### src/design/tbec_pkg.sv
// Shared types, widths and helpers for the TDC code-density calibration block.
package tbec_pkg;

  localparam int unsigned MAX_IN_BINS = 256;
  localparam int unsigned IDX_W       = $clog2(MAX_IN_BINS);
  localparam int unsigned CNT_W       = 40;
  localparam int unsigned TOT_W       = 48;
  localparam int unsigned FRAC_W      = 16;
  localparam int unsigned BIN_W       = 9;
  localparam int unsigned EV_W        = 32;
  localparam int unsigned NUM_W       = CNT_W + BIN_W;
  localparam int unsigned DVD_W       = NUM_W + FRAC_W;
  localparam int unsigned DVS_W       = NUM_W;
  localparam int unsigned QUO_W       = 2 * FRAC_W + 1;
  localparam int unsigned DIV_CNT_W   = $clog2(DVD_W + 1);
  localparam int unsigned SIZE_W      = BIN_W + FRAC_W;
  localparam int unsigned POS_W       = SIZE_W + 1;
  localparam int unsigned FAC_W       = FRAC_W + 1;
  localparam int unsigned K_W         = BIN_W + 1;
  localparam int unsigned CM_W        = 3;
  localparam int unsigned Q8_W        = 8;
  localparam int unsigned CFG_IDX_W   = 2;
  localparam int unsigned STAT_W      = 3;

  localparam logic [CM_W-1:0]      CM_MAX = CM_W'(4);
  localparam logic [FAC_W-1:0]     ONE_FX = FAC_W'(1) << FRAC_W;
  localparam logic [CFG_IDX_W-1:0] REG_NUM_IN  = CFG_IDX_W'(0);
  localparam logic [CFG_IDX_W-1:0] REG_NUM_OUT = CFG_IDX_W'(1);

  typedef enum logic [1:0] {
    ACT_CLEAR   = 2'd0,
    ACT_ACCUM   = 2'd1,
    ACT_COMPUTE = 2'd2,
    ACT_READ    = 2'd3
  } action_e;

  typedef enum logic [STAT_W-1:0] {
    ST_OK        = 3'd0,
    ST_NO_EVENTS = 3'd1,
    ST_TOO_MANY  = 3'd2,
    ST_TOO_FEW   = 3'd3,
    ST_BIN_LARGE = 3'd4
  } status_e;

  typedef struct packed {
    logic [BIN_W-1:0] first_bin;
    logic [CM_W-1:0]  commits;
    logic [FAC_W-1:0] f0;
    logic [FAC_W-1:0] f1;
    logic [FAC_W-1:0] f2;
  } entry_t;

  typedef struct packed {
    logic busy;
    logic done;
  } div_stat_t;

  // floor(f*256), saturating at 255
  function automatic logic [Q8_W-1:0] quant8(input logic [FAC_W-1:0] f);
    logic [FAC_W-1:0] s;
    s = f >> (FRAC_W - Q8_W);
    return (s > FAC_W'(255)) ? Q8_W'(255) : s[Q8_W-1:0];
  endfunction

endpackage

### src/design/tbec_div.sv
// Bit-serial restoring divider, one quotient bit per cycle.
module tbec_div (
  input  logic                          clk_i,
  input  logic                          rst_ni,
  input  logic                          start_i,
  input  logic [tbec_pkg::DVD_W-1:0]    dvd_i,
  input  logic [tbec_pkg::DVS_W-1:0]    dvs_i,
  output tbec_pkg::div_stat_t           stat_o,
  output logic [tbec_pkg::QUO_W-1:0]    quo_o
);
  import tbec_pkg::*;

  logic [DVD_W-1:0]     dvd_q;
  logic [DVS_W-1:0]     dvs_q;
  logic [DVS_W-1:0]     rem_q;
  logic [QUO_W-1:0]     quo_q;
  logic [DIV_CNT_W-1:0] cnt_q;
  logic                 busy_q, done_q;
  logic [DVS_W:0]       trial, diff;
  logic                 ge;

  assign trial = {rem_q, dvd_q[DVD_W-1]};
  assign ge    = trial >= {1'b0, dvs_q};
  assign diff  = trial - {1'b0, dvs_q};

  always_ff @(posedge clk_i or negedge rst_ni) begin
    if (!rst_ni) begin
      dvd_q  <= '0;
      dvs_q  <= '0;
      rem_q  <= '0;
      quo_q  <= '0;
      cnt_q  <= '0;
      busy_q <= 1'b0;
      done_q <= 1'b0;
    end else if (start_i) begin
      dvd_q  <= dvd_i;
      dvs_q  <= dvs_i;
      rem_q  <= '0;
      quo_q  <= '0;
      cnt_q  <= DIV_CNT_W'(DVD_W);
      busy_q <= 1'b1;
      done_q <= 1'b0;
    end else if (busy_q) begin
      rem_q <= ge ? diff[DVS_W-1:0] : trial[DVS_W-1:0];
      quo_q <= {quo_q[QUO_W-2:0], ge};
      dvd_q <= dvd_q << 1;
      cnt_q <= cnt_q - DIV_CNT_W'(1);
      if (cnt_q == DIV_CNT_W'(1)) begin
        busy_q <= 1'b0;
        done_q <= 1'b1;
      end
    end else begin
      done_q <= 1'b0;
    end
  end

  assign stat_o = '{busy: busy_q, done: done_q};
  assign quo_o  = quo_q;

endmodule

### config.mk
export PLATFORM = sky130hd
export DESIGN_NAME = tbec_div
export DESIGN_NICKNAME = d
export VERILOG_FILES = /design/src/design/tbec_pkg.sv /design/src/design/tbec_div.sv
export SDC_FILE = /design/constraint.sdc
export NUM_CORES = 1
export LEC_CHECK = 0
export ABC_AREA = 0
export BUFFER_PORTS_ARGS = -buffer_cell sky130_fd_sc_hd__buf_2
export CORE_UTILIZATION = 52
export DETAILED_ROUTE_END_ITERATION = 10
export PLACE_DENSITY = 0.76
export RECOVER_POWER = 50
export SYNTH_ARGS = -nofsm -noshare
export SYNTH_HDL_FRONTEND = slang
export SYNTH_SLANG_ARGS = --single-unit
### constraint.sdc
create_clock -name clk_i -period 7.3 [get_ports clk_i]
set_input_delay 1.46 -clock clk_i [delete_from_list [all_inputs] [get_ports clk_i]]
set_output_delay 1.46 -clock clk_i [all_outputs]
set_load 0.05 [all_outputs]
# Yosys cells after proc, flatten, opt, wreduce, memory -nomap -nowiden
# Index checks and enable logic that the tools add are counted.
# totals
regBits	205
input_bits	117
output_inout_bits	35
elab_cells	28
# op_classes
add_sub_neg	2
n_lt_le_gt_ge	1
n_eq_ne	2
muxes	15
n_reduce_logical	1
# op_table
op	n
$mux 49	3
$mux 65	2
$mux 33	2
$ge 50x49->1	1
$sub 49x49->49	1
$mux 7	2
$eq 7x1->1 const B	1
$sub 7x1->7 const B	1
$mux 1	6
$ne 3x2->1 const B	1
$reduce_bool 2->1	1

# Logic depth before layout (Yosys ltp)
# depth
depth_word	4
mapped_depth	17
ltp_nobuf	15

# Least setup slack after synthesis
# Ideal clock, no wire load.
# synth_path
path_kind	reg-to-reg
start	register dvd_q[64]
end	register rem_q[41]
arrival_ns	3.173
t_required_ns	7.201
setup_slack_ns	4.028
path_stages_with_launch	17
path_buffers	1
path_cell_list	dfrtp_1 -> inv_1 -> ha_1 -> fa_1 -> nand2b_1 -> a21oi_2 -> o211ai_1 -> a21oi_1 -> a211o_1 -> a2111oi_4 -> nor2_2 -> a211oi_4 -> nor2_2 -> buf_6 -> nand2_1 -> mux2_1 -> a311oi_1
# synth_between
elab_chain_cells	4
word_cells_on_any_way	5
cone_classes	add/sub (1); order compare (1); mux (3)
# synth_lines
item	line_no	text
start, declared	tbec_div.sv:13	logic [DVD_W-1:0] dvd_q;
start signal, assigned	tbec_div.sv:36	dvd_q <= dvd_i;
start signal, assigned	tbec_div.sv:46	dvd_q <= dvd_q << 1;
$sub 49x49->49 / $ge 50x49->1 (equally long branches)	tbec_div.sv:24, tbec_div.sv:23	
$mux 49 (*)	tbec_div.sv:44	rem_q <= ge ? diff[DVS_W-1:0] : trial[DVS_W-1:0];
$mux 49 (*)	tbec_div.sv:43	end else if (busy_q) begin
$mux 49 (*)	tbec_div.sv:35	end else if (start_i) begin
end signal, assigned	tbec_div.sv:44	
end, declared	tbec_div.sv:15	logic [DVS_W-1:0] rem_q;
# Mark *: on every way between the ends. The rest lies on a longest branch, timed or not. The select of a mux whose other input is x is not followed.
# A chain may end at the register's enable or synchronous reset.

==> key figures <==
Logic synthesis
  – Synthesized net count: 1428
  – Main area contributors after synthesis: sky130_fd_sc_hd__dfrtp_1, sky130_fd_sc_hd__mux2i_1, sky130_fd_sc_hd__o21ai_0
  – Register area share after synthesis: 44.1%
  – Mean cell area of the mapped netlist: 9.24 um^2
  – Synthesis-stage register bit count: 205
  – Fraction of registers with async set/reset: 100%
  – Number of synthesized flops with an enable pin: 0
  – Distinct cell type count after synthesis: 57
  – Gate count after technology mapping: 1259
  – Count of synthesis-stage warnings from yosys: 0
  – Most frequently used flop master after synthesis: sky130_fd_sc_hd__dfrtp_1
  – Combined area of all synthesized cells: 11600 um^2
  – Proportion of netlist area held by the largest area contributor: 44.1%
  – Area leader, netlist: sky130_fd_sc_hd__dfrtp_1

GRT
  – Wire length of the first global-routing pass: 42300 um
  – Total global routing track utilization: 22.5%
  – Initial antenna violation count: 1
  – Total congestion overflow after global routing: 0
  – Via count of the first global-routing pass: 8908
  – Pin count of the biggest net entering global routing: 114

Worst setup path
  – Worst r2r dst: rem_q[16]$_DFFE_PN0P_
  – CP endpoint kind: asynchronous set/reset pin
  – Slowest stage cell on the critical path: sky130_fd_sc_hd__clkbuf_1
  – Cell breakdown of the critical path: clkbuf_1 -> clkbuf_2
  – Worst path arrival time: 5230 ps
  – Worst Reg2Reg Path Length in Cells: 15
  – Slowest cell delay on critical path: 2000 ps
  – Crit Path Category: input port to asynchronous set/reset pin
  – Slack of the worst reg-to-reg path: 2800 ps
  – Reg2Reg Launch Point: dvd_q[64]$_DFFE_PN0P_
  – Buf/Inv on CP: 2
  – Top cell family by delay on the critical path: buffers and inverters
  – Crit path max fanout: 81
  – Required time worst endpoint: 7530 ps
  – Setup crit start kind: input port

Floorplanning
  – DIE AREA: 23000 um^2
  – Std-Cell Rows: 54
  – Total core area: 21900 um^2
  – Effective utilization at floorplan: 53.1%
  – Vertical extent of the die: 152 um
  – Chip width: 152 um
  – Number of ports placed on the die boundary: 152

Routing
  – Wire per inst: 15.2 um
  – Wirelength, routed: 25300 um
  – Via Count: 9148
  – DRC marker count from the first detailed-route iteration: 486
  – Number of vias per cell: 5.49
  – DRC: 0
  – Number of iterations in the first detailed-routing pass: 4
  – Count of nets left with antenna violations after detail routing: 0

Clocking
  – Sink count of the clock tree: 205
  – Latest clock arrival within the worst-skew pair: 550 ps
  – Post-CTS setup repair buffer count: 0
  – Maximum count of clock buffers along a single path: 3
  – Level count of the clock H-tree: 1
  – Number of buffers added by the clock tree synthesis step: 24
  – Cts repair resizes: 0
  – Hold Buf Count CTS: 0
  – Clock tree from TritonCTS: done
  – Clock-pin transition on the worst setup and hold timing paths: 60 ps
  – Root Buffer Master: sky130_fd_sc_hd__clkbuf_16

STA
  – Tmin final: 4990 ps
  – Transition time of the tightest slew-check pin: 3060 ps
  – Slew margin rel.: -104%
  – Setup total negative slack: 0 ps
  – Final setup violation count: 0
  – Ratio of final minimum period to clock period: 68.4%
  – Worst clock skew: 34.9 ps
  – RSZ-0062 raised after global routing: no
  – Count of pins over their slew limit: 306
  – Max Fclk: 0.200 GHz
  – Final Hold Violating Endpoints: 0

Final layout
  – Filler Cells Inserted: 1955
  – Most common library cell in the layout ignoring fill and taps: sky130_fd_sc_hd__dfrtp_1
  – Share of layout cells above drive strength 1: 15.8%
  – Most frequent cells in the layout: sky130_fd_sc_hd__dfrtp_1, sky130_fd_sc_hd__nand2_1, sky130_fd_sc_hd__buf_2, sky130_fd_sc_hd__o21ai_0, sky130_fd_sc_hd__mux2i_1
  – Area growth syn-to-layout: 14.7%
  – Design area: 13300 um^2
  – Final core utilization: 60.9%
  – Net count reported at finish: 1535

Power and ir drop
  – Total power density per cell area: 343 nW/um^2
  – Leakage power summed over all cells: 7.11 nW
  – IR drop worst, VDD: 0.187 mV

Hold path
  – End point of the worst hold path: done_q$_DFFE_PN0P_
  – Hold path startpoint: done_q$_DFFE_PN0P_
  – Type of the most critical hold path: register to register
  – Worst hold path depth: 2

Placement
  – Placed Instance Area: 12500 um^2
  – Final Wtd Congestion: 0.917
  – Count of buffers from port buffering: 151
  – Half-perimeter wire length after placement: 16900 um

Job
  – Max cap viols: 4

Status
  – Run status: finished, violations left
  – Violated checks: max-capacitance violations, max-slew violations
## registers in the layout, summed over array words and instances, names as in the netlist
register	cells
cnt_q	7
quo_o	33
busy_q	1
done_q	1
dvs_q	49
dvd_q	65
rem_q	49
## power by group
part	total [W]	switching, W	internal, W
logic	0.00180	0.00104	0.000763
registers	0.00149	0.000163	0.00133
clock network	0.00127	0.000493	0.000781
## worst register-to-register path, cell delays in order, from the launching register on
cell,delay (ps)
sky130_fd_sc_hd__dfrtp_1,360
sky130_fd_sc_hd__inv_1,50
sky130_fd_sc_hd__ha_1,220
sky130_fd_sc_hd__fa_1,410
sky130_fd_sc_hd__nand2b_1,190
sky130_fd_sc_hd__a21oi_2,210
sky130_fd_sc_hd__o211ai_1,140
sky130_fd_sc_hd__a21oi_1,270
sky130_fd_sc_hd__a211o_1,310
sky130_fd_sc_hd__a2111oi_4,120
sky130_fd_sc_hd__nor2_2,270
sky130_fd_sc_hd__a211oi_4,210
sky130_fd_sc_hd__nor2_4,560
sky130_fd_sc_hd__buf_4,580
sky130_fd_sc_hd__mux2i_1,180
sky130_fd_sc_hd__a211oi_1,280
## synth_stat cells (all sizes together) (3+ instances only)
cell / instances
a211oi: 41
a21o: 27
a21oi: 53
a311oi: 11
a31oi: 10
a41oi: 3
and3: 3
buf: 16
clkbuf: 62
dfrtp: 205
ha: 51
inv: 65
mux2i: 124
nand2: 165
nand2b: 11
nand3: 12
nand4: 10
nor2: 118
nor2b: 5
nor3: 6
nor4: 3
o211ai: 7
o21a: 7
o21ai: 158
o21bai: 8
or4: 3
xnor2: 31
xor2: 17
## how the worst max path moves through the flow
stage	start	to	slack (ps)	cells past startpoint
2_1_floorplan	dvd_q[64]$_DFFE_PN0P_	rem_q[41]$_DFFE_PN0P_	4030	16
3_3_place_gp	dvd_q[64]$_DFFE_PN0P_	rem_q[31]$_DFFE_PN0P_	3070	15
3_5_place_dp	dvd_q[64]$_DFFE_PN0P_	rem_q[19]$_DFFE_PN0P_	2880	15
4_1_cts	dvd_q[64]$_DFFE_PN0P_	rem_q[16]$_DFFE_PN0P_	2810	15
5_1_grt	rst_ni	dvs_q[36]$_DFFE_PN0P_	1370	2
6_report	rst_ni	rem_q[42]$_DFFE_PN0P_	2310	2
## per-stage QoR
| stage | total power (W) | worst slack, ps | hold slack (ps) | cells |
|---|---|---|---|---|
| 4_1_cts | 0.00459 | 2810 | 516 | 1664 |
| 3_5_place_dp | 0.00329 | 2880 | 500 | 1620 |
| 3_3_place_gp | 0.00324 | 3070 | 495 | 1620 |
| 2_1_floorplan | 0.00291 | 4030 | 485 | 1259 |
| 5_1_grt | 0.00487 | 1370 | 528 | 1664 |
| 6_report | 0.00457 | 2310 | 512 | 1666 |
## layer usage
| layer | share of wire (%) | track usage (%) | up-vias |
|---|---|---|---|
| met2 | 46 | 37.0 | 220 |
| li1 | - | - | 4593 |
| met3 | 5.9 | 4.73 | 32 |
| met4 | 1.8 | 5.30 | 0 |
| met1 | 46 | 30.3 | 4303 |
| met5 | 0 | 0 | - |
## logic make-up after synthesis
| group | Yosys count | synth area share (%) |
|---|---|---|
| AO/OA/AOI/OAI | 336 | 18.0 |
| XOR/XNOR | 48 | 3.62 |
| adder cells (fa/ha/maj) | 52 | 5.66 |
| buffers and inverters | 143 | 4.97 |
| flip-flops | 205 | 44.1 |
| multiplexers | 126 | 10.9 |
| AND/OR/NAND/NOR | 349 | 12.8 |
## cell type report
cell class	instances	area (um^2)	share of cell area [%]
Timing Repair Buffer	159	808	6.06
Sequential cell	205	5130	38.5
Clock buffer	36	746	5.59
Inverter	65	244	1.83
Multi-Input combinational cell	911	5930	44.4
Tap cell	280	350	2.63
Clock inverter	8	121	0.910
Antenna cell	2	5.00	0.0375
Note: power is estimated with default switching activity, not from simulation.
